===== src/rtl/core/kosf_pkg.sv =====
// ----------------------------------------------------------------------------
// kosf_pkg
// Shared types, constants and register codes for the octagon/square fold core.
// ----------------------------------------------------------------------------
package kosf_pkg;

  localparam int FRAC_BITS  = 16;
  localparam int FOLD_STEPS = 32;
  localparam int QDEPTH     = 4;
  localparam int QAW        = $clog2(QDEPTH);

  localparam logic [29:0] SIN_Q30 =
    30'((64'd38268 * 64'd1073741824 + 64'd50000) / 64'd100000);
  localparam logic [29:0] COS_Q30 =
    30'((64'd92388 * 64'd1073741824 + 64'd50000) / 64'd100000);
  localparam logic [29:0] TAN_Q30 =
    30'((64'd38268 * 64'd1073741824 + 64'd46194) / 64'd92388);
  localparam logic [63:0] HALF_Q30 = 64'd536870912;

  localparam logic [31:0] INVALID_COORD = 32'(64'd0 - (64'd1000 << FRAC_BITS));

  // configuration register indexes
  localparam logic [7:0] REG_CELL_SIZE    = 8'd0;
  localparam logic [7:0] REG_FRESH_OUTPUT = 8'd1;

  typedef struct packed {
    logic signed [31:0] x_in;
    logic signed [31:0] y_in;
    logic               parity_in;
    logic               invalid_in;
  } in_item_t;

  typedef struct packed {
    logic signed [31:0] x_out;
    logic signed [31:0] y_out;
    logic               parity_out;
    logic               invalid_out;
  } out_item_t;

  typedef struct packed {
    logic [30:0] size;   // never zero
    logic [31:0] w2;     // twice the size
    logic [31:0] t;      // size * (1 + tan 22.5)
    logic        fresh;
  } cfg_t;

  // classified item, as queued between front and back
  typedef struct packed {
    logic [31:0] ax;
    logic [31:0] ay;
    logic        par;
    logic        inval;
    logic [31:0] xr;
    logic [31:0] yr;
  } cls_t;

endpackage


===== src/rtl/core/kosf_cfg.sv =====
// ----------------------------------------------------------------------------
// kosf_cfg
// Configuration registers and the derived fold limits.
// ----------------------------------------------------------------------------
module kosf_cfg import kosf_pkg::*; (
  input  logic        clk,
  input  logic        rst,
  input  logic        cfg_valid,
  output logic        cfg_ready,
  input  logic [7:0]  cfg_index,
  input  logic [31:0] cfg_data,
  output cfg_t        cfg
);

  logic [30:0] cell_size;
  logic        fresh_output;
  logic [30:0] size_eff;
  logic [60:0] tprod;
  logic [31:0] t;

  assign cfg_ready = 1'b1;

  always_ff @(posedge clk) begin
    if (rst) begin
      cell_size    <= 31'd65536;
      fresh_output <= 1'b1;
    end else if (cfg_valid) begin
      if (cfg_index == REG_CELL_SIZE) begin
        cell_size <= cfg_data[30:0];
      end
      if (cfg_index == REG_FRESH_OUTPUT) begin
        fresh_output <= cfg_data[0];
      end
    end
  end

  // a zero size acts as one LSB
  assign size_eff = (cell_size == 31'd0) ? 31'd1 : cell_size;
  assign tprod    = 61'(size_eff) * 61'(TAN_Q30);

  always_ff @(posedge clk) begin
    t <= 32'(size_eff) + 32'((64'(tprod) + HALF_Q30) >> 30);
  end

  assign cfg.size  = size_eff;
  assign cfg.w2    = {size_eff, 1'b0};
  assign cfg.t     = t;
  assign cfg.fresh = fresh_output;

endmodule


===== config.mk =====
export PLATFORM = sky130hd
export DESIGN_NAME = kosf_cfg
export DESIGN_NICKNAME = d
export VERILOG_FILES = /design/src/rtl/core/kosf_pkg.sv /design/src/rtl/core/kosf_cfg.sv
export SDC_FILE = /design/constraint.sdc
export NUM_CORES = 1
export LEC_CHECK = 0
export BUFFER_PORTS_ARGS = -buffer_cell sky130_fd_sc_hd__buf_2
export CAP_MARGIN = 20
export CORE_UTILIZATION = 30
export DETAILED_ROUTE_END_ITERATION = 8
export PLACE_DENSITY = 0.49
export SLEW_MARGIN = 10
export SYNTH_ARGS = -nofsm -noshare
export SYNTH_HDL_FRONTEND = slang
export SYNTH_SLANG_ARGS = --single-unit

===== constraint.sdc =====
create_clock -name clk -period 13.3 [get_ports clk]
set_input_delay 1.33 -clock clk [delete_from_list [all_inputs] [get_ports clk]]
set_output_delay 1.33 -clock clk [all_outputs]
set_load 0.03 [all_outputs]

==> implementation parameters <==
Parameter                              Value

Power and ir drop
  Pwr per Cell Area    26.0 nW/um^2
  Largest voltage drop on the vdd net    0.0559 mV
  Sw Pwr    0.111 mW
  Combinational cell fraction of total power    7.9%
  Share of total power in the clock network    50.7%
  Fraction of power consumed by sequential logic    41.4%
  Cell internal power dissipation    0.357 mW
  Total chip power    0.469 mW
  Net Sw Frac    23.8%
  Leakage power figure    10.1 nW

Logic synthesis
  Avg Synthesized Cell Area    9.23 um^2
  Arithmetic-cell share of the synthesized area counting full adders, half adders and majority gates    55.1%
  Distinct cells, synth    81
  Top-area cell type share of the netlist area    27.6%
  Dominant combinational cell family by area after synthesis    adder cells
  Predominant post-synthesis flop cell    sky130_fd_sc_hd__dfxtp_1
  Portion of netlist area occupied by mux cells    0.122%
  Count of synthesis-stage warnings from yosys    0
  Area of the mapped netlist    16500 um^2
  Post-Synthesis Cells    1782
  Register bit count reported by yosys    64
  EDFF count, synth    0
  Xor and xnor fraction of the mapped netlist area    5.03%
  Synthesized-area fraction occupied by and/or/nand/nor cells    9.51%
  Area fraction in compound gates after synthesis    10.8%
  Net count of the mapped netlist    2413
  Main area contributors after synthesis    sky130_fd_sc_hd__fa_1 (28%), sky130_fd_sc_hd__ha_1 (27%), sky130_fd_sc_hd__inv_1 (8.5%)
  Seq/Total Area, Yosys    7.79%
  Post-synth ARST share    0%
  Cell accounting for the most synthesized area    sky130_fd_sc_hd__fa_1

STA
  Endpoints failing setup    0
  Crit share post-route    82.9%
  Slew Limit Headroom    46.4%
  Fin. max-slew vios    0
  Final setup skew    0.0111 ns
  Worst Hold Margin    0.481 ns
  Achievable Freq    0.0906 GHz
  Setup repair after global routing missed its margin    no
  Clock period minus final worst setup slack    11.03 ns
  Slew at the pin closest to its max-slew limit    0.803 ns
  Final-report hold violation count    0
  Min setup slack post-route    2.27 ns
  Summed negative setup slack over all endpoints    0 ns

Routing
  Number of antenna-violating nets in the routed design    0
  Detailed Route WL    47.3 mm
  Vias/cell    4.81
  Post-route DRC    0
  DR iter-0 viols    564
  Drt pass-1 iters    5
  Total number of vias    12356
  Routed wire per std cell    18.4 um

Setup path
  Kind of launch point of the worst setup path    flip-flop
  Most numerous cell on the critical path    sky130_fd_sc_hd__fa_1
  Worst reg2reg path depth    44
  Gate family responsible for the most delay along the worst path    adder cells
  Number of cells on the critical path    44
  Arrival time reported for the critical path endpoint    11.30 ns
  Max incr delay on CP    0.51 ns
  Crit. End Element    flip-flop
  Crit path max-delay cell type    sky130_fd_sc_hd__fa_1
  Worst path required time    13.56 ns
  Worst Path Class, Setup    flip-flop to flip-flop
  Maximum fanout along the worst path    12
  CP bufs+invs    6

Clock network
  Clock net sink count    64
  Clock-pin transition on the worst setup and hold timing paths    0.06 ns
  H-Tree Depth    3
  Post-CTS setup-driven buffer insertion count    0
  Clock latency of the later-clocked register in the worst-skew pair    0.34 ns
  Post-cts gate resize count    0
  Number of buffers inserted during clock tree synthesis    9
  Cts hold-fix bufs    0
  Clock tree from TritonCTS    yes
  Longest Clk Path Bufs    2
  Clock Tree Root    sky130_fd_sc_hd__clkbuf_16

Run status
  Result of the run    complete, no violations

Place
  Placed cell areas    17700 um^2
  Worst setup slack before clock tree synthesis    2.35 ns
  Global placer's final weighted congestion    0.900
  Post-detail-place hpwl    38.5 mm
  Cell count after placement    2551
  I/O Buffers    136

Floorplanning
  Standard-cell row count    85
  Floorplan die area    55800 um^2
  Starting utilization of the core area    30.5%
  Y dimension of the die    236 um
  Core Box Area    54000 um^2
  Top-level port count    140
  Die Span X    236 um

Cells and area
  Most used cells in the layout excluding fill and tap cells    sky130_fd_sc_hd__inv_1 (373), sky130_fd_sc_hd__ha_1 (361), sky130_fd_sc_hd__fa_1 (227), sky130_fd_sc_hd__buf_2 (136), sky130_fd_sc_hd__a21oi_1 (104)
  Final cell count without fillers    2567
  Final core occ    33.4%
  Proportion of layout cells with a drive suffix above 1    11.9%
  Number of nets in the finished design    2497
  Finished layout cell area    18000 um^2
  Most common cell after layout, fill and taps aside    sky130_fd_sc_hd__inv_1
  Area grow syn2layout    9.66%
  Ant diodes    0

Global routing
  Total global-route track usage    17.5%
  Via count of the first global-routing pass    13135
  Maximum number of pins on one net before global-route repair    33
  Initial antenna violation count    1
  Total gr overflow    0
  Wire length of the first global-routing pass    75.3 mm

Run
  Max-capacitance violation count    0

Hold path
  Number of cells on the worst hold path    2
  Hold Path Class    flip-flop to flip-flop
## worst reg2reg max path, delay by kind of cell (launching register included)
| family | cells | cell delay, ns |
|---|---|---|
| compound gates | 18 | 3.61 |
| xor+xnor | 3 | 0.48 |
| fa+ha+maj | 9 | 3.89 |
| buf+inv | 6 | 0.69 |
| flops | 1 | 0.30 |
| simple gates | 8 | 2.01 |
## final cells by class
class	instances	area, um^2
clock buffer	11	243
clock inverter	5	56.3
fill	5681	36000
inverter	373	1400
multi-input combinational	1251	13300
sequential	64	1280
tap	696	871
timing repair buffer	167	913
## worst paths after layout
path	slack (ns)	startpoint	endpoint
max	2.27	cell_size[26]	t[29]
min	0.48	fresh_output	fresh_output
max reg2reg	2.27	cell_size[26]	t[29]
min reg2reg	0.48	fresh_output	fresh_output
## registers in the layout, indices dropped and copies added, names as in the netlist
register      cells
t                32
fresh_output      1
cell_size        31
## Yosys cell counts, drive strengths merged, types with 2 or more instances
| cell type | count |
|---|---|
| a211oi | 9 |
| a21o | 40 |
| a21oi | 107 |
| a221o | 2 |
| a221oi | 3 |
| a311oi | 3 |
| a31o | 2 |
| a31oi | 9 |
| and2 | 8 |
| and3 | 15 |
| and4 | 6 |
| buf | 38 |
| clkbuf | 56 |
| conb | 2 |
| dfxtp | 64 |
| fa | 227 |
| ha | 361 |
| inv | 373 |
| mux2i | 2 |
| nand2 | 101 |
| nand2b | 10 |
| nand3 | 26 |
| nand3b | 4 |
| nand4 | 24 |
| nor2 | 38 |
| nor2b | 3 |
| nor3 | 21 |
| nor3b | 8 |
| nor4 | 14 |
| o2111ai | 5 |
| o211a | 5 |
| o211ai | 7 |
| o21a | 8 |
| o21ai | 44 |
| o21bai | 11 |
| o311ai | 3 |
| o31ai | 3 |
| or2 | 8 |
| or3 | 5 |
| or4 | 2 |
| xnor2 | 57 |
| xor2 | 35 |
## power groups by stage
stage | clock (mW) | combinational (mW) | sequential, mW
after floorplan | 0 | 0.0207 | 0.200
after global placement | 0 | 0.0368 | 0.198
after detailed placement | 0 | 0.0370 | 0.198
after CTS | 0.245 | 0.0374 | 0.194
after global routing | 0.253 | 0.0411 | 0.194
final | 0.238 | 0.0369 | 0.194
## per-layer routing
metal  part of all wire (%)  vias up  track usage [%]
met5                      0        -                0
met4                   0.70        0             1.87
met1                     47     6161             23.8
met2                     49      201             30.9
met3                    3.1       19             1.58
li1                       -     5975                -
## kinds of logic (layout without fill, tap and decap cells)
family / after synthesis / in the layout
AOI/OAI and AO/OA: 269 / 269
muxes: 2 / 2
and+or+nand+nor: 297 / 297
xor gates and xnor gates: 92 / 92
buffers and inverters: 467 / 556
DFF: 64 / 64
adders and majority gates: 589 / 589
other: 2 / 2
No activity file was read; power rests on OpenSTA's default activity.
