===== config.mk =====
export PLATFORM = sky130hd
export DESIGN_NAME = kosf_queue
export DESIGN_NICKNAME = d
export VERILOG_FILES = /design/src/rtl/core/kosf_pkg.sv /design/src/rtl/core/kosf_queue.sv
export SDC_FILE = /design/constraint.sdc
export NUM_CORES = 1
export LEC_CHECK = 0
export ABC_AREA = 1
export CAP_MARGIN = 0
export CORE_UTILIZATION = 40
export CTS_BUF_LIST = sky130_fd_sc_hd__clkbuf_4
export CTS_CLUSTER_SIZE = 16
export DETAILED_ROUTE_END_ITERATION = 10
export DONT_BUFFER_PORTS = 1
export GPL_ROUTABILITY_DRIVEN = 0
export PLACE_DENSITY_LB_ADDON = 0.08
export SLEW_MARGIN = 20
export SYNTH_ARGS = -nofsm -noshare
export SYNTH_HDL_FRONTEND = slang
export SYNTH_SLANG_ARGS = --single-unit

===== constraint.sdc =====
create_clock -name clk -period 7.5 [get_ports clk]
set_input_delay 0 -clock clk [delete_from_list [all_inputs] [get_ports clk]]
set_output_delay 0 -clock clk [all_outputs]
set_load 0.03 [all_outputs]

===== src/rtl/core/kosf_pkg.sv =====
// ----------------------------------------------------------------------------
// kosf_pkg
// Shared types, constants and register codes for the octagon/square fold core.
// ----------------------------------------------------------------------------
package kosf_pkg;

  localparam int FRAC_BITS  = 16;
  localparam int FOLD_STEPS = 32;
  localparam int QDEPTH     = 4;
  localparam int QAW        = $clog2(QDEPTH);

  localparam logic [29:0] SIN_Q30 =
    30'((64'd38268 * 64'd1073741824 + 64'd50000) / 64'd100000);
  localparam logic [29:0] COS_Q30 =
    30'((64'd92388 * 64'd1073741824 + 64'd50000) / 64'd100000);
  localparam logic [29:0] TAN_Q30 =
    30'((64'd38268 * 64'd1073741824 + 64'd46194) / 64'd92388);
  localparam logic [63:0] HALF_Q30 = 64'd536870912;

  localparam logic [31:0] INVALID_COORD = 32'(64'd0 - (64'd1000 << FRAC_BITS));

  // configuration register indexes
  localparam logic [7:0] REG_CELL_SIZE    = 8'd0;
  localparam logic [7:0] REG_FRESH_OUTPUT = 8'd1;

  typedef struct packed {
    logic signed [31:0] x_in;
    logic signed [31:0] y_in;
    logic               parity_in;
    logic               invalid_in;
  } in_item_t;

  typedef struct packed {
    logic signed [31:0] x_out;
    logic signed [31:0] y_out;
    logic               parity_out;
    logic               invalid_out;
  } out_item_t;

  typedef struct packed {
    logic [30:0] size;   // never zero
    logic [31:0] w2;     // twice the size
    logic [31:0] t;      // size * (1 + tan 22.5)
    logic        fresh;
  } cfg_t;

  // classified item, as queued between front and back
  typedef struct packed {
    logic [31:0] ax;
    logic [31:0] ay;
    logic        par;
    logic        inval;
    logic [31:0] xr;
    logic [31:0] yr;
  } cls_t;

endpackage


===== src/rtl/core/kosf_queue.sv =====
// ----------------------------------------------------------------------------
// kosf_queue
// Short FIFO between the front and the back.
// ----------------------------------------------------------------------------
module kosf_queue import kosf_pkg::*; (
  input  logic clk,
  input  logic rst,
  input  logic push,
  input  cls_t push_item,
  output logic full,
  input  logic pop,
  output logic nonempty,
  output cls_t head
);

  cls_t           mem [QDEPTH];
  logic [QAW-1:0] wr_ptr;
  logic [QAW-1:0] rd_ptr;
  logic [QAW:0]   count;

  assign full     = (count == (QAW+1)'(QDEPTH));
  assign nonempty = (count != '0);
  assign head     = mem[rd_ptr];

  always_ff @(posedge clk) begin
    if (rst) begin
      wr_ptr <= '0;
      rd_ptr <= '0;
      count  <= '0;
    end else begin
      if (push) begin
        wr_ptr <= wr_ptr + 1'b1;
      end
      if (pop) begin
        rd_ptr <= rd_ptr + 1'b1;
      end
      unique case ({push, pop})
        2'b10:   count <= count + 1'b1;
        2'b01:   count <= count - 1'b1;
        default: count <= count;
      endcase
    end
  end

  always_ff @(posedge clk) begin
    if (push) begin
      mem[wr_ptr] <= push_item;
    end
  end

  a_no_overflow: assert property (@(posedge clk) disable iff (rst)
    full && !pop |-> !push) else $error("queue push while full");
  a_no_underflow: assert property (@(posedge clk) disable iff (rst)
    pop |-> nonempty) else $error("queue pop while empty");
  a_count_step: assert property (@(posedge clk) disable iff (rst)
    push && !pop |=> count == $past(count) + 1'b1) else $error("queue count slip");

endmodule


==> impl_metrics.env, run 1 <==
export IMPL_die_y_um=224
export IMPL_num_vias=12018
export IMPL_instances_no_fill=2418
export IMPL_wl_um=47500
export IMPL_num_rows=81
export IMPL_cts_buffers=143
export IMPL_slew_headroom=0.280
export IMPL_synthAdderAreaFrac=0.00419
export IMPL_cp_required_ns=7.50
export IMPL_ys_seq_elements=529
export IMPL_synth_top_family_by_area="compound AO/OA/AOI/OAI gates"
export IMPL_hold_path_class="input pin to flop"
export IMPL_setup_slack_ns=3.53
export IMPL_max_freq_ghz=0.252
export IMPL_grt_max_degree=161
export IMPL_worst_skew_pair_late_latency_ns=0.92
export IMPL_cts_setup_buffers=0
export IMPL_die_w_um=224
export IMPL_path_clk_slew_ns=0.06
export IMPL_dp_hpwl_um=22900
export IMPL_drc=0
export IMPL_portBuffers=0
export IMPL_detail_route_first_pass_iterations=5
export IMPL_critPathLaunchType="flop"
export IMPL_status="finished clean"
export IMPL_drt_initial_drc_count=518
export IMPL_vias_per_cell=4.97
export IMPL_area_growth_pct=24.7
export IMPL_synth_area_mux_share=0
export IMPL_ant_nets=0
export IMPL_synth_compound_area_frac=0.110
export IMPL_post_drt_wl_per_cell_um=19.6
export IMPL_end_kind="output port"
export IMPL_ys_warn_count=0
export IMPL_rsz0062_at_grt="no"
export IMPL_synth_xor_area_share=0
export IMPL_syn_nets=1455
export IMPL_cts_root_buf="clkbuf_4"
export IMPL_dp_slack_ns=4.43
export IMPL_cts_sinks=529
export IMPL_netlist_area_mm2=0.0197
export IMPL_start_util=0.405
export IMPL_path_common_cell="buf_4"
export IMPL_seq_area_frac_synth=0.801
export IMPL_clock_skew_ns=0.0437
export IMPL_overflow=0
export IMPL_slowest_stage="o22ai_1"
export IMPL_grt_use_total=0.189
export IMPL_grt_first_pass_wirelength_um=70500
export IMPL_path_class="flop to output port"
export IMPL_fillers=4226
export IMPL_antenna_found_initial=1
export IMPL_synth_simple_gate_area_frac=0.0528
export IMPL_tns_ns=0
export IMPL_setup_viol_count_final=0
export IMPL_cpPeakStageDelay_ns=0.80
export IMPL_dieArea_mm2=0.0502
export IMPL_cts_tree="yes"
export IMPL_maxSlewViolCount=0
export IMPL_irDropWorstVdd_mv=0.169
export IMPL_min_period_ns=3.97
export IMPL_grt_pass1_vias=12090
export IMPL_place_inst=1904
export IMPL_crit_fanout=78
export IMPL_cellPowerDensity_mw_per_mm2=270
export IMPL_drive_above_1_share=0.144
export IMPL_power_mw=6.65
export IMPL_synth_cell_types=23
export IMPL_syn_inst=1315
export IMPL_tightest_slew_ns=1.08
export IMPL_syn_area_per_cell_um2=15.0
export IMPL_leakage_nw=8.30
export IMPL_clockBufferDepth=3
export IMPL_htree_levels=4
export IMPL_placed_area_mm2=0.0201
export IMPL_core_mm2=0.0487
export IMPL_max_cap_violations=0
export IMPL_final_net_count=1794
export IMPL_period_share=0.530
export IMPL_io_pins=266
export IMPL_finalHoldViolCount=0
export IMPL_fin_area_mm2=0.0246
export IMPL_worstPathCellList="buf_4 > buf_4 > o21ai_0 > o22ai_1"
export IMPL_arrival_ns=3.97
## critical path, delay by kind of cell (launching register included)
kind	cells	cell delay (ns)
compound gates	2	1.03
buf+inv	2	1.44
flops	1	0.53
## metal layers
metal | vias up | part of all wire | track usage
li1 | 5745 | - | -
met1 | 5878 | 0.43 | 0.228
met2 | 324 | 0.48 | 0.300
met3 | 71 | 0.071 | 0.0735
met4 | 0 | 0.020 | 0.0802
met5 | - | 0 | 0
## kinds of logic after synthesis
group / after synthesis
AO/OA/AOI/OAI: 401
adder cells (fa/ha/maj): 6
buffers and inverters: 103
flip-flops: 529
AND/OR/NAND/NOR: 276
## per-stage QoR
stage	util	hold WS, ns
finish	0.505	0.193
global route	0.505	0.141
CTS	0.504	0.0279
detailed placement	0.412	0.0990
global placement	0.412	0.0990
floorplan	-	0.0989
## cell usage after synthesis (all sizes together)
cell,instances,area (um2)
edfxtp,520,15600
o21ai,266,1330
nor2,263,987
o22ai,130,813
clkbuf,45,175
buf,40,380
inv,18,80.1
dfxtp,9,180
nand2,9,33.8
a21oi,5,25.0
ha,5,62.6
nand3,2,10.0
fa,1,20.0
nand4,1,6.26
nor3,1,5.00
## cells in the final DEF (no fill, tap or decap)
master	synthesis	final
edfxtp_1	520	520
nor2_1	263	263
inv_4	0	1
nand2_1	9	9
buf_4	1	9
inv_12	1	1
o21ai_0	196	196
buf_6	22	1
dfxtp_4	0	2
nand4_1	1	1
nand3_1	2	2
inv_1	16	12
inv_2	1	5
o21ai_1	70	70
clkinvlp_4	0	4
ha_1	5	5
clkinv_2	0	1
dfxtp_1	9	7
nor3_1	1	1
fa_1	1	1
dlygate4sd3_1	0	269
bufinv_16	0	1
o22ai_1	130	130
clkbuf_4	0	223
clkinv_1	0	9
diode_2	0	2
a21oi_1	5	5
inv_6	0	4
## repair_timing
item | in CTS | in global routing
resized for setup | 0 | 0
hold endpoints to repair | 837 | 0
hold buffers | 269 | 0
## power by group
| group | total, mW | switching (mW) | internal, mW |
|---|---|---|---|
| clock | 2.50 | 1.13 | 1.37 |
| sequential | 3.41 | 0.0324 | 3.38 |
| combinational | 0.728 | 0.545 | 0.183 |
## flip-flops by register name, indices dropped and copies added, names as in the netlist, named ones only
name / cells
rd_ptr: 2
wr_ptr: 2
mem: 520
count: 3
## path summary, 6_finish.rpt
check	from	end	slack, ns	cells after the start
min reg2reg	rd_ptr[1]	flop	0.44	1
min	pop	count[2]	0.19	6
max	flop	head[15]	3.53	4
max reg2reg	wr_ptr[0]	mem[0][48]	4.83	5
## area by class of cell
cell class / instances / area [um2] / area share
diodes: 2 / 5.00 / 0.000203
clock buffers: 223 / 1670 / 0.0681
clock inverters: 20 / 118 / 0.00478
inverters: 18 / 103 / 0.00417
multi-input cells: 683 / 3290 / 0.134
flip-flops and latches: 529 / 15800 / 0.642
well taps: 664 / 831 / 0.0338
repair buffers: 279 / 2770 / 0.113
(Power assumes the default switching activity.)
==> inputs of run 2 (changes only) <==
==> constraint.sdc (replaced) <==
create_clock -name clk -period 3.7 [get_ports clk]
set_input_delay 0 -clock clk [delete_from_list [all_inputs] [get_ports clk]]
set_output_delay 0 -clock clk [all_outputs]
set_load 0.03 [all_outputs]
==> impl_metrics.env, run 2 (same netlist as run 1, synthesis figures left out) <==
export IMPL_r2r_start="wr_ptr[0]"
export IMPL_finalHoldViolCount=0
export IMPL_cellPowerDensity_mw_per_mm2=546
export IMPL_use_met1=0.243
export IMPL_placed_area_mm2=0.0204
export IMPL_largest_register_ffs=520
export IMPL_setup_viol_count_final=0
export IMPL_max_freq_ghz=0.304
export IMPL_met2_usage=0.300
export IMPL_cts_tree="yes"
export IMPL_min_period_ns=3.29
export IMPL_cts_buffers=141
export IMPL_status="finished clean"
export IMPL_ctsHoldBuffers=269
export IMPL_area_growth_pct=26.1
export IMPL_cts_root_buf="clkbuf_4"
export IMPL_num_vias=12315
export IMPL_post_drt_wl_per_cell_um=19.5
export IMPL_grt_first_pass_wirelength_um=72400
export IMPL_rsz0062_at_grt="no"
export IMPL_end_kind="output port"
export IMPL_tns_ns=0
export IMPL_grt_most_used_layer="met2"
export IMPL_arrival_ns=3.29
export IMPL_io_pins=266
export IMPL_overflow=0
export IMPL_dp_hpwl_um=25000
export IMPL_ctsResizeCount=0
export IMPL_detail_route_first_pass_iterations=5
export IMPL_start_util=0.405
export IMPL_crit_fanout=69
export IMPL_max_cap_violations=0
export IMPL_drive_above_1_share=0.148
export IMPL_htree_levels=4
export IMPL_grt_use_total=0.193
export IMPL_drt_initial_drc_count=690
export IMPL_portBuffers=0
export IMPL_vias_per_cell=5.04
export IMPL_reg_top3="mem x520, count x3"
export IMPL_grt_max_degree=123
export IMPL_num_rows=81
export IMPL_core_mm2=0.0487
export IMPL_maxSlewViolCount=0
export IMPL_grt_pass1_vias=12605
export IMPL_ant_nets=0
export IMPL_period_share=0.888
export IMPL_worst_skew_pair_late_latency_ns=0.95
export IMPL_final_common_cell="edfxtp_1"
export IMPL_clock_skew_ns=0.0459
export IMPL_tightest_slew_ns=1.08
export IMPL_grt_use_met3=0.0661
export IMPL_cp_required_ns=3.70
export IMPL_reg2regPathDepth=5
export IMPL_final_net_count=1818
export IMPL_drc=0
export IMPL_path_clk_slew_ns=0.06
export IMPL_critPathLaunchType="flop"
export IMPL_r2r_setup_slack_ns=1.67
export IMPL_wl_um=47700
export IMPL_top_register="mem"
export IMPL_die_w_um=224
export IMPL_slew_headroom=0.275
export IMPL_irDropWorstVdd_mv=0.319
export IMPL_path_class="flop to output port"
export IMPL_cts_setup_buffers=0
export IMPL_cts_sinks=529
export IMPL_antenna_found_initial=2
export IMPL_timing_rr_end="mem[2][32]"
export IMPL_clockBufferDepth=3
export IMPL_setup_worst_path_end="head[32]"
export IMPL_hold_path_class="input pin to flop"
export IMPL_die_y_um=224
export IMPL_dieArea_mm2=0.0502
export IMPL_leakage_nw=8.44
export IMPL_mostFrequentLayoutCells="edfxtp_1, dlygate4sd3_1, nor2_1, clkbuf_4, o21ai_0"
export IMPL_fin_area_mm2=0.0249
-- run 2: stage by stage --
stage          setup WS, ns   util  cells  hold slack, ns  power, mW
2_1_floorplan         0.125      -   1315          0.0989       8.03
3_3_place_gp           1.25  0.418   1930          0.0990       8.29
3_5_place_dp           1.23  0.418   1930          0.0990       8.30
4_1_cts               0.156  0.510   2436           0.124       13.8
5_1_grt              0.0632  0.510   2441           0.175       14.2
6_report              0.414  0.510   2442           0.304       13.6
-- run 2: worst min-delay path by stage --
stage / to / depth (start not counted) / start
finish: mem[2][114] / 2 / push_item[114]
global route: mem[3][3] / 2 / push_item[3]
CTS: mem[2][20] / 2 / push_item[20]
detailed placement: mem[3][34] / 0 / push_item[34]
global placement: mem[2][121] / 0 / push_item[121]
floorplan: mem[0][0] / 0 / push_item[0]
-- run 2: cell type report --
class                   instances  area, um2
fillers                      4220      23900
repair buffers                305       3050
diodes                          6       15.0
inverters                      18        103
flip-flops and latches        529      15800
clock buffers                 211       1580
clock inverters                26        203
well taps                     664        831
multi-input cells             683       3290
-- run 2: critical path: stages, from the launching register on --
cell	delay (ns)
dfxtp_4	0.91
buf_4	0.57
o21ai_0	0.19
o22ai_1	0.70
-- run 2: metal layers --
| metal | routed length, um | vias up | share of wire |
|---|---|---|---|
| li1 | - | 5803 | - |
| met1 | 20900 | 6078 | 0.44 |
| met2 | 22700 | 351 | 0.48 |
| met3 | 3050 | 83 | 0.064 |
| met4 | 1120 | 0 | 0.024 |
| met5 | 0 | - | 0 |
-- run 2: report_power, final --
| part | switching, mW | internal, mW |
|---|---|---|
| logic | 1.10 | 0.410 |
| registers | 0.0817 | 6.85 |
| clock network | 2.29 | 2.86 |
| total | 3.47 | 10.1 |
