--- config.mk ---
export PLATFORM = sky130hd
export DESIGN_NAME = kosf_front
export DESIGN_NICKNAME = d
export VERILOG_FILES = /design/src/rtl/core/kosf_pkg.sv /design/src/rtl/core/kosf_front.sv
export SDC_FILE = /design/constraint.sdc
export NUM_CORES = 1
export LEC_CHECK = 0
export BUFFER_PORTS_ARGS = -buffer_cell sky130_fd_sc_hd__buf_2
export CORE_ASPECT_RATIO = 0.5
export CORE_MARGIN = 4
export CORE_UTILIZATION = 25
export DETAILED_ROUTE_END_ITERATION = 10
export PLACE_DENSITY = 0.48
export SYNTH_ARGS = -nofsm -noshare
export SYNTH_HDL_FRONTEND = slang
export SYNTH_SLANG_ARGS = --single-unit
--- constraint.sdc ---
create_clock -name clk -period 10.17 [get_ports clk]
set_input_delay 1.5255 -clock clk [delete_from_list [all_inputs] [get_ports clk]]
set_output_delay 1.5255 -clock clk [all_outputs]
set_load 0.02 [all_outputs]
--- src/rtl/core/kosf_pkg.sv ---
// ----------------------------------------------------------------------------
// kosf_pkg
// Shared types, constants and register codes for the octagon/square fold core.
// ----------------------------------------------------------------------------
package kosf_pkg;

  localparam int FRAC_BITS  = 16;
  localparam int FOLD_STEPS = 32;
  localparam int QDEPTH     = 4;
  localparam int QAW        = $clog2(QDEPTH);

  localparam logic [29:0] SIN_Q30 =
    30'((64'd38268 * 64'd1073741824 + 64'd50000) / 64'd100000);
  localparam logic [29:0] COS_Q30 =
    30'((64'd92388 * 64'd1073741824 + 64'd50000) / 64'd100000);
  localparam logic [29:0] TAN_Q30 =
    30'((64'd38268 * 64'd1073741824 + 64'd46194) / 64'd92388);
  localparam logic [63:0] HALF_Q30 = 64'd536870912;

  localparam logic [31:0] INVALID_COORD = 32'(64'd0 - (64'd1000 << FRAC_BITS));

  // configuration register indexes
  localparam logic [7:0] REG_CELL_SIZE    = 8'd0;
  localparam logic [7:0] REG_FRESH_OUTPUT = 8'd1;

  typedef struct packed {
    logic signed [31:0] x_in;
    logic signed [31:0] y_in;
    logic               parity_in;
    logic               invalid_in;
  } in_item_t;

  typedef struct packed {
    logic signed [31:0] x_out;
    logic signed [31:0] y_out;
    logic               parity_out;
    logic               invalid_out;
  } out_item_t;

  typedef struct packed {
    logic [30:0] size;   // never zero
    logic [31:0] w2;     // twice the size
    logic [31:0] t;      // size * (1 + tan 22.5)
    logic        fresh;
  } cfg_t;

  // classified item, as queued between front and back
  typedef struct packed {
    logic [31:0] ax;
    logic [31:0] ay;
    logic        par;
    logic        inval;
    logic [31:0] xr;
    logic [31:0] yr;
  } cls_t;

endpackage

--- src/rtl/core/kosf_front.sv ---
// ----------------------------------------------------------------------------
// kosf_front
// Input stage: takes items, splits off sign and magnitude, sets up parity.
// ----------------------------------------------------------------------------
module kosf_front import kosf_pkg::*; (
  input  logic     clk,
  input  logic     rst,
  input  logic     in_valid,
  output logic     in_ready,
  input  in_item_t in_data,
  input  logic     q_full,
  output logic     q_push,
  output cls_t     q_item
);

  logic fv;
  cls_t item;
  logic acc;

  assign in_ready = !fv || !q_full;
  assign acc      = in_valid && in_ready;
  assign q_push   = fv && !q_full;
  assign q_item   = item;

  always_ff @(posedge clk) begin
    if (rst) begin
      fv <= 1'b0;
    end else if (acc) begin
      fv <= 1'b1;
    end else if (q_push) begin
      fv <= 1'b0;
    end
  end

  always_ff @(posedge clk) begin
    if (acc) begin
      item.inval <= in_data.invalid_in;
      item.xr    <= in_data.x_in;
      item.yr    <= in_data.y_in;
      // invalid items keep their parity untouched; zero magnitudes keep
      // every fold stage from toggling it
      if (in_data.invalid_in) begin
        item.ax  <= '0;
        item.ay  <= '0;
        item.par <= in_data.parity_in;
      end else begin
        item.ax  <= in_data.x_in[31] ? 32'(-in_data.x_in) : 32'(in_data.x_in);
        item.ay  <= in_data.y_in[31] ? 32'(-in_data.y_in) : 32'(in_data.y_in);
        item.par <= in_data.parity_in ^ in_data.x_in[31] ^ in_data.y_in[31];
      end
    end
  end

endmodule

==> metrics.md, run 1 <==
| Metric | Value |
|---|---|
| Status | finished, final reports clean |
| Final hold viol count | 0 |
| Dpl hpwl | 11.3 mm |
| Crit path max fanout | 3 |
| Sequential area share after synthesis | 0.675 |
| Std-Cell Core Area | 0.0228 mm2 |
| Vias | 4,060 |
| Routability cong. | approximately 0.75 |
| Pint | between 1 and 1.5 mW |
| Initial antenna violation count | 1 |
| Worst Path Arrival | 1.89 ns |
| Fin worst setup slack | 6.75 ns |
| Worst r2r path cells | 3 |
| CTS tree | built |
| # rows | 39 |
| ANT nets after route | 0 |
| Nature of the critical path endpoint | output pin |
| Leakage power | 3.05 nW |
| Post-synthesis register bit count | roughly 130 |
| Seq pwr share | 0.461 |
| I/O pin cnt | between 200 and 250 |
| Pre-CTS WS | 6.40 ns |
| Final Instance Area | just under 0.008 mm2 |
| NumNets Final | roughly 700 |
| WP buf/inv | 2 |
| Syn Std Cell Area | 0.00581 mm2 |
| Hold Path Depth | 2 |
| CTS root buf | clkbuf_16 |
| Worst Hold Path EP | fv$_SDFFE_PP0P_ |
| Final Setup Violations | 0 |
| Port buffer count | about 200 |
| Post-Syn Instances | 418 |
| Crit-path most repeated cell | buf_2 |
| Post-Layout Cell Count | about 950 |
| Top Family by Delay on Critical Path | buffers and inverters |
| Clk_skew | about 0.0056 ns |
| Fillers | 2,313 |
| Final-report max-slew violation count | 0 |
| Slowest CP cell | buf_2 |
| # hold bufs at CTS | 0 |
| Resize count post-CTS | 0 |
| Crit path required time | 8.64 ns |
| GRT overflow | 0 |
| Syn Nets | 492 |
| Fraction of layout cells with a size suffix above 1 | 0.401 |
| Reg2Reg Capture Point | q_item[31]$_DFFE_PP_ |
| Clock power frac | 0.409 |
| CP cell instances | buf_2 -> nor2b_1 -> buf_2 |
| Global-route wire length before repair | 24.8 mm |
| # DRC | 0 |
| Type of origin of the critical path | input pin |
| Vias in the first global route | 4,230 |
| Worst Min Path Start | fv$_SDFFE_PP0P_ |
| Worst hold path type | reg2reg |
| Synth-to-Final Area Change | 32.7% |
| Reg2Reg Setup Slack | 7.76 ns |
| Placed Area | 0.00717 mm2 |
| CTS H-tree lvls | 4 |
| Chip width | 224 um |
| Commonest non-fill, non-tap cell in the layout | buf_2 |
| Top_reg_cell synth | edfxtp_1 |
| Sequential cell area | ~0.0039 mm2 |
| Post-synth EDFFs | 130 |
| Largest net degree at the start of global routing | 68 |
| Clock Latency Late Sink | about 0.43 ns |
| Placed Cells | 915 |
| Maxcap violations | 0 |
| Most frequent cells in the layout | 201 x buf_2, 130 x edfxtp_1, 76 x nor2_1, 57 x xor2_1, 22 x nand2_1 |
| Sw frac | 0.269 |
| Reg2reg start | fv$_SDFFE_PP0P_ |
| Pwr/cell area | between 150 and 200 mW/mm2 |
| Area of the multi-input gates | between 0.0015 and 0.002 mm2 |
| Drt wl/cell | 17.3 um |
| Routed WL | roughly 16 mm |
| CTS Buf Count | 17 |
| Setup Crit Path Kind | in2out |
| Setup Fix Bufs, Post-CTS | 0 |
| Rel. slew slack | 0.402 |
| Ant. Diodes | 0 |
| Period utilization | 0.336 |
| Avg Cell Area, Syn | around 14 um2 |
| P_sw | 378 uW |
| Delay of the slowest critical-path stage | 0.16 ns |
| CTS Sinks | ~130 |
| Die ar. | 0.0259 mm2 |
| DR iter-0 viols | 230 |
| Total Routing Usage GR | 0.127 |
| Die extent in y | 116 um |
| Asr flop ratio synth | 0 |
| Worst Tran Pin Value | approximately 0.90 ns |
| DRT Pass-1 Iters | 4 |
| Warnings from Yosys | 0 |
| Minimum clock period | approximately 3.4 ns |
| Initial Util | 0.254 |
| Hold slack | 0.503 ns |
| Unique masters post-synth | 41 |
| Worst vdd ir | around 0.000099 V |
| Clock transition at path regs | roughly 0.060 ns |
| DR vias/cell | 4.29 |
| Unrepaired setup endpoints after global routing | false |
| Combinational share of power | 0.130 |
| Max Freq | 293 MHz |
| Clk buf depth | 2 |
| TNS Setup | 0 ns |
==> how the worst max path moves through the flow <==
stage	depth (start not counted)	end	slack, ns	from
5_1_grt	3	q_push	6.69	q_full
2_1_floorplan	2	q_item[0]$_DFFE_PP_	4.92	q_full
4_1_cts	3	q_push	6.75	q_full
6_report	3	q_push	6.75	q_full
3_3_place_gp	4	q_item[107]$_SDFFCE_PP0P_	6.46	q_full
3_5_place_dp	4	q_item[107]$_SDFFCE_PP0P_	6.40	q_full
==> synth_stat cells (5+ instances only) <==
cell type	number	area, um2
edfxtp_1	130	3900
nor2_1	76	285
xor2_1	57	499
nand2_1	22	82.6
o31ai_1	16	120
o21ai_0	15	75.1
clkbuf_1	9	33.8
o41ai_2	8	130
nor4_1	7	43.8
o41ai_1	7	61.3
nor3_1	6	30.0
inv_1	5	18.8
nand3_1	5	25.0
==> final cells by class <==
cell class	count	area share
Sequential cell	131	0.509
Multi-Input combinational cell	269	0.236
Timing Repair Buffer	203	0.132
Clock buffer	18	0.0557
Tap cell	307	0.0498
Clock inverter	13	0.0146
Inverter	5	0.00243
==> sequential cells by signal (all words and copies together) (netlist names) <==
signal,cells
fv,1
q_item,130
==> power groups by stage <==
| stage | combinational [mW] | clock [mW] | sequential [mW] |
|---|---|---|---|
| final | 0.183 | 0.576 | 0.648 |
| after global routing | 0.200 | 0.619 | 0.652 |
| after CTS | 0.187 | 0.593 | 0.649 |
| after detailed placement | 0.186 | 0 | 0.660 |
| after global placement | 0.185 | 0 | 0.660 |
| after floorplan | 0.0568 | 0 | 0.709 |
==> per-stage QoR <==
stage          total power [mW]   util
6_report                   1.41  0.338
5_1_grt                    1.47  0.338
4_1_cts                    1.43  0.338
3_5_place_dp              0.846  0.314
3_3_place_gp              0.845  0.314
2_1_floorplan             0.766      -
==> cells by family (layout without fill, tap and decap cells) <==
kind of cell / count (synthesis) / in the layout / synth area share
fa+ha+maj: 4 / 4 / 0.00861
xor+xnor: 60 / 60 / 0.0904
buf+inv: 18 / 239 / 0.0116
simple gates: 153 / 153 / 0.138
flops: 131 / 131 / 0.675
mux: 2 / 2 / 0.00345
compound gates: 50 / 50 / 0.0728
==> worst reg2reg max path, stage by stage, from the launching register on <==
cell	delay, ns
dfxtp_1	0.32
nand2_1	0.08
and2_4	0.69
buf_4	0.91
==> routing by layer <==
layer | part of all wire | vias up | track usage
li1 | - | 1978 | -
met1 | 0.44 | 1980 | 0.155
met2 | 0.50 | 84 | 0.213
met3 | 0.043 | 16 | 0.0423
met4 | 0.017 | 2 | 0.0468
met5 | 0.00073 | - | 0
Note: power is estimated with default switching activity, not from simulation.
==> run 2: changes to the inputs <==
--- a/config.mk
+++ b/config.mk
@@ -10,7 +10,7 @@
 export CORE_MARGIN = 4
 export CORE_UTILIZATION = 25
 export DETAILED_ROUTE_END_ITERATION = 10
-export PLACE_DENSITY = 0.48
+export PLACE_DENSITY = 0.49
 export SYNTH_ARGS = -nofsm -noshare
 export SYNTH_HDL_FRONTEND = slang
 export SYNTH_SLANG_ARGS = --single-unit
==> constraint.sdc (replaced) <==
create_clock -name clk -period 3.05 [get_ports clk]
set_input_delay 0.4575 -clock clk [delete_from_list [all_inputs] [get_ports clk]]
set_output_delay 0.4575 -clock clk [all_outputs]
set_load 0.02 [all_outputs]
==> run 2 against run 1 <==
Effect of this change:
- die area unchanged
- sequential share of layout area decreased by 0.36 points
- sequential cell count did not move
- setup slack got worse by 5.8 ns
- core utilization increased by 0.24 points
- register-to-register slack got worse by 6.0 ns
- count of clock-buffer cells in the layout increased by 1
- non-clock buffer count grew 3
- final cell count rose by 0.32%
==> metrics.md, run 2 (synthesis gave the netlist of run 1 again) <==
| Metric | Value |
|---|---|
| Setup Crit Path Kind | in2reg |
| Final hold viol count | 0 |
| Hold Path Depth | 2 |
| TNS Setup | 0 ns |
| Die extent in y | 116 um |
| Total Routing Usage GR | 0.126 |
| Crit path required time | approximately 3.2 ns |
| Initial Util | 0.254 |
| Routed WL | 16.2 mm |
| Largest net degree at the start of global routing | 66 |
| Ant. Diodes | 0 |
| Vias in the first global route | 4,123 |
| Reg2Reg Capture Point | q_item[115]$_SDFFCE_PP0P_ |
| I/O pin cnt | 202 |
| Most frequent cells in the layout | 201 x buf_2, 130 x edfxtp_1, 76 x nor2_1, 57 x xor2_1, 22 x nand2_1 |
| Minimum clock period | 2.05 ns |
| # rows | 39 |
| # DRC | 0 |
| Nature of the critical path endpoint | flip-flop |
| # hold bufs at CTS | 0 |
| Vias | slightly above 4,000 |
| DR iter-0 viols | 184 |
| Leakage power | ~3 nW |
| Rel. slew slack | 0.532 |
| Worst r2r path cells | 3 |
| Worst vdd ir | 0.000278 V |
| Status | finished, final reports clean |
| DRT Pass-1 Iters | 5 |
| Port buffer count | around 200 |
| Final Setup Violations | 0 |
| Post-Layout Cell Count | 949 |
| CTS Buf Count | 17 |
| Initial antenna violation count | 1 |
| Pre-CTS WS | 0.518 ns |
| Setup Fix Bufs, Post-CTS | 0 |
| Worst Min Path Start | rst |
| Clk buf depth | 2 |
| DR vias/cell | 4.33 |
| Global-route wire length before repair | 24.7 mm |
| Final Instance Area | 0.00777 mm2 |
| Worst Path Arrival | about 2.2 ns |
| Type of origin of the critical path | input pin |
| Crit path max fanout | 6 |
| Pwr/cell area | 609 mW/mm2 |
| Fillers | roughly 2,300 |
| Period utilization | 0.673 |
| Fraction of layout cells with a size suffix above 1 | 0.399 |
| Tot Pwr | 4.73 mW |
| Max Freq | between 400 and 500 MHz |
| Final-report max-slew violation count | 0 |
| CTS Sinks | 131 |
| NumNets Final | 704 |
| Placed Area | 0.00722 mm2 |
| ANT nets after route | 0 |
| Chip width | 224 um |
| Die ar. | roughly 0.026 mm2 |
| CTS tree | built |
| Resize count post-CTS | 0 |
| Drt wl/cell | 17.1 um |
| Maxcap violations | 0 |
| Clock transition at path regs | 0.06 ns |
| CTS root buf | clkbuf_16 |
| Synth-to-Final Area Change | 33.7% |
| Commonest non-fill, non-tap cell in the layout | buf_2 |
| Placed Cells | slightly above 900 |
| Unrepaired setup endpoints after global routing | false |
| Worst Tran Pin Value | about 0.70 ns |
| Reg2Reg Setup Slack | 1.76 ns |
| Flip-flop count of the largest register after layout | 130 |
| Final core occ | 0.340 |
| Std-Cell Core Area | 0.0228 mm2 |
| Dpl hpwl | between 10 and 15 mm |
| Fin worst setup slack | 0.996 ns |
| Hold slack | 0.196 ns |
| Worst hold path type | in2reg |
| Clock Latency Late Sink | roughly 0.42 ns |
| GRT overflow | 0 |
| Routability cong. | 0.754 |
| CTS H-tree lvls | 4 |
| Clk_skew | 0.00594 ns |
| Reg2reg start | fv$_SDFFE_PP0P_ |
| Worst Hold Path EP | fv$_SDFFE_PP0P_ |
-- run 2: cell type report --
type	instances	area, um2	area share
inverters	5	18.8	0.00242
well taps	307	384	0.0495
repair buffers	206	1070	0.138
flip-flops and latches	131	3920	0.505
multi-input cells	269	1820	0.235
clock buffers	19	433	0.0557
clock inverters	12	116	0.0150
-- run 2: how the worst max path moves through the flow --
| stage | cells after the start | slack, ns | from | end |
|---|---|---|---|---|
| finish | 6 | 1.0 | in_data[21] | q_item[96]$_SDFFCE_PP0P_ |
| global route | 8 | 0.85 | in_data[2] | q_item[86]$_SDFFCE_PP0P_ |
| CTS | 8 | 0.97 | in_data[2] | q_item[86]$_SDFFCE_PP0P_ |
| detailed placement | 8 | 0.52 | in_data[2] | q_item[86]$_SDFFCE_PP0P_ |
| global placement | 8 | 0.52 | in_data[2] | q_item[86]$_SDFFCE_PP0P_ |
| floorplan | 2 | 0.32 | q_full | q_item[0]$_DFFE_PP_ |
-- run 2: worst max-delay path, stage by stage --
cell	delay [ns]
buf_2	0.14
nor4_1	0.60
nand3_1	0.29
o41ai_1	0.50
xor2_1	0.18
nor2_1	0.05
-- run 2: per-layer routing --
| metal | track usage | wire [um] | up-vias |
|---|---|---|---|
| met2 | 0.208 | 8050 | 89 |
| met4 | 0.0435 | 285 | 2 |
| met1 | 0.161 | 7210 | 2007 |
| met3 | 0.0370 | 678 | 25 |
| li1 | - | - | 1986 |
| met5 | 0 | 7 | - |
-- run 2: where the power goes --
part / total (mW) / switching, mW / internal, mW
Combinational: 0.619 / 0.424 / 0.195
Sequential: 2.16 / 0.0300 / 2.13
Clock: 1.95 / 0.769 / 1.18
Total: 4.73 / 1.22 / 3.51
==> run 3: changes to the inputs <==
--- a/config.mk
+++ b/config.mk
@@ -5,6 +5,7 @@
 export SDC_FILE = /design/constraint.sdc
 export NUM_CORES = 1
 export LEC_CHECK = 0
+export ABC_AREA = 1
 export BUFFER_PORTS_ARGS = -buffer_cell sky130_fd_sc_hd__buf_2
 export CORE_ASPECT_RATIO = 0.5
 export CORE_MARGIN = 4
==> constraint.sdc (replaced) <==
create_clock -name clk -period 1.76 [get_ports clk]
set_input_delay 0.264 -clock clk [delete_from_list [all_inputs] [get_ports clk]]
set_output_delay 0.264 -clock clk [all_outputs]
set_load 0.02 [all_outputs]
==> run 3 against run 2 <==
Effect of this change:
- non-clock buffer count is 9 higher
- largest cell class unchanged
- combinational power is 87% higher
- sequential share of layout area is 4.0 points lower
- critical path depth is 3 lower
- clock power is 100% higher
- worst hold slack worse by 0.16 ns
- synthesized cell count is 55% higher
- final cell count is 28% higher
- via count is 28% higher
==> metrics.md, run 3 <==
| Metric | Value |
|---|---|
| Status | finished, final reports clean |
| GRT overflow | 0 |
| Final Setup Violations | 0 |
| # DRC | 0 |
| Port buffer count | 201 |
| Unique masters post-synth | 30 |
| Clock Latency Late Sink | about 0.43 ns |
| Final-report max-slew violation count | 0 |
| Global-route wire length before repair | 28.8 mm |
| Initial Util | 0.258 |
| Asr flop ratio synth | 0 |
| Post-synth EDFFs | 130 |
| Maxcap violations | 0 |
| Vias in the first global route | 4,871 |
| Vias | between 5,000 and 6,000 |
| Clk_skew | 0.00664 ns |
| Crit path required time | approximately 1.5 ns |
| Max Freq | 735 MHz |
| Post-synthesis register bit count | 131 |
| Leakage power | around 3.6 nW |
| Worst hold path type | in2reg |
| Resize count post-CTS | 0 |
| Pwr/cell area | 1050 mW/mm2 |
| Type of origin of the critical path | flip-flop |
| Syn Nets | a little over 700 |
| Unrepaired setup endpoints after global routing | false |
| Worst vdd ir | ~0.00042 V |
| Fillers | 2,451 |
| I/O pin cnt | roughly 200 |
| Final hold viol count | 0 |
| Post-Syn Instances | 647 |
| Fraction of layout cells with a size suffix above 1 | 0.320 |
| Drt wl/cell | 15.7 um |
| Ant. Diodes | 0 |
| Std-Cell Core Area | approximately 0.024 mm2 |
| Most frequent cells in the layout | 201 x buf_2, 134 x nand2_1, 130 x edfxtp_1, 122 x nor2_1, 52 x inv_1 |
| Warnings from Yosys | 0 |
| Dpl hpwl | 14.7 mm |
| Tot Pwr | 8.87 mW |
| Synth area leaders | edfxtp_1 62%, nand2_1 8.0%, nor2_1 7.3% |
| Routed WL | 19.1 mm |
| Clock transition at path regs | 0.06 ns |
| CTS Sinks | ~130 |
| DR vias/cell | about 4.3 |
| Worst Path Arrival | 1.10 ns |
| DRT Pass-1 Iters | 6 |
| Hold slack | 0.0381 ns |
| Largest net degree at the start of global routing | 38 |
| Count leader, synth | nand2_1 |
| Period utilization | 0.773 |
| Synth top cells by count | 134 x nand2_1, 130 x edfxtp_1, 122 x nor2_1 |
| CTS Buf Count | 17 |
| Commonest non-fill, non-tap cell in the layout | buf_2 |
| CTS H-tree lvls | 4 |
| Die extent in y | 120 um |
| Routability cong. | about 0.8 |
| Setup Crit Path Kind | reg2out |
| Synth area leader | edfxtp_1 |
| Chip width | 232 um |
| CTS tree | built |
| Clk buf depth | 2 |
| Sequential area share after synthesis | 0.627 |
| Total Routing Usage GR | 0.137 |
| Yosys top cell area share | 0.624 |
| Rel. slew slack | 0.734 |
| Final core occ | 0.347 |
| CTS root buf | clkbuf_16 |
| DR iter-0 viols | 302 |
| Initial antenna violation count | 2 |
| Crit path max fanout | 3 |
| NumNets Final | roughly 940 |
| Minimum clock period | 1.36 ns |
| Syn Std Cell Area | 0.00625 mm2 |
| Nature of the critical path endpoint | output pin |
| Worst Tran Pin Value | 0.398 ns |
| Reg2Reg Setup Slack | between 0.4 and 0.5 ns |
| ANT nets after route | 0 |
| Die ar. | between 0.02 and 0.03 mm2 |
| Synth-to-Final Area Change | 34.8% |
| Avg Cell Area, Syn | just under 10 um2 |
| Flip-flop count of the largest register after layout | between 100 and 150 |
| # rows | 40 |
| Top_reg_cell synth | edfxtp_1 |
==> run 3: layout make-up <==
type	count	area [um2]	area share
Inverter	60	225	0.0267
Clock inverter	15	238	0.0282
Multi-Input combinational cell	440	2030	0.241
Tap cell	336	420	0.0499
Clock buffer	17	425	0.0505
Sequential cell	131	3930	0.466
Timing Repair Buffer	215	1160	0.138
==> run 3: critical path, stage by stage (launching register included) <==
cell	delay [ns]
dfxtp_2	0.36
inv_1	0.05
nor2_1	0.09
buf_2	0.17
==> run 3: what timing repair did <==
item,4_1_cts,5_1_grt
hold buffers,1,0
setup buffers,0,0
hold endpoints to repair,1,0
==> run 3: logic make-up (layout without fill, tap and decap cells) <==
| group | count (synthesis) | count (layout) | synth area share |
|---|---|---|---|
| and+or+nand+nor | 345 | 345 | 0.239 |
| DFF | 131 | 131 | 0.627 |
| AOI/OAI and AO/OA | 90 | 90 | 0.0740 |
| buffers and inverters | 76 | 307 | 0.0496 |
| adders and majority gates | 4 | 4 | 0.00800 |
| xor gates and xnor gates | 1 | 1 | 0.00140 |
==> run 3: final timing paths <==
path              startpoint                   end  cells past startpoint
max          fv$_SDFFE_PP0P_                q_push                      3
min reg2reg  fv$_SDFFE_PP0P_       fv$_SDFFE_PP0P_                      2
max reg2reg  fv$_SDFFE_PP0P_  q_item[10]$_DFFE_PP_                      2
min              in_data[34]  q_item[32]$_DFFE_PP_                      1
==> run 3: metrics by stage <==
stage          setup slack (ns)  setup TNS, ns  instance area [um2]  std cells
4_1_cts                   0.390              0                 8430       1214
2_1_floorplan             -1.15        -149.16                 6270        647
5_1_grt                   0.347              0                 8430       1214
3_5_place_dp              0.106              0                 7750       1181
6_report                  0.399              0                 8430       1214
3_3_place_gp              0.136              0                 7750       1181
==> run 3: per-layer routing <==
layer	share of wire	wire, um	vias up	GRT usage
met2	0.49	9400	123	0.224
met1	0.43	8240	2484	0.170
met3	0.060	1150	23	0.0503
met4	0.015	280	4	0.0395
met5	0.0011	21	-	0
li1	-	-	2626	-
==> run 3: where the power goes <==
part | switching (mW) | internal (mW)
clock network | 1.34 | 2.64
logic | 0.814 | 0.349
registers | 0.0485 | 3.68
total | 2.20 | 6.67
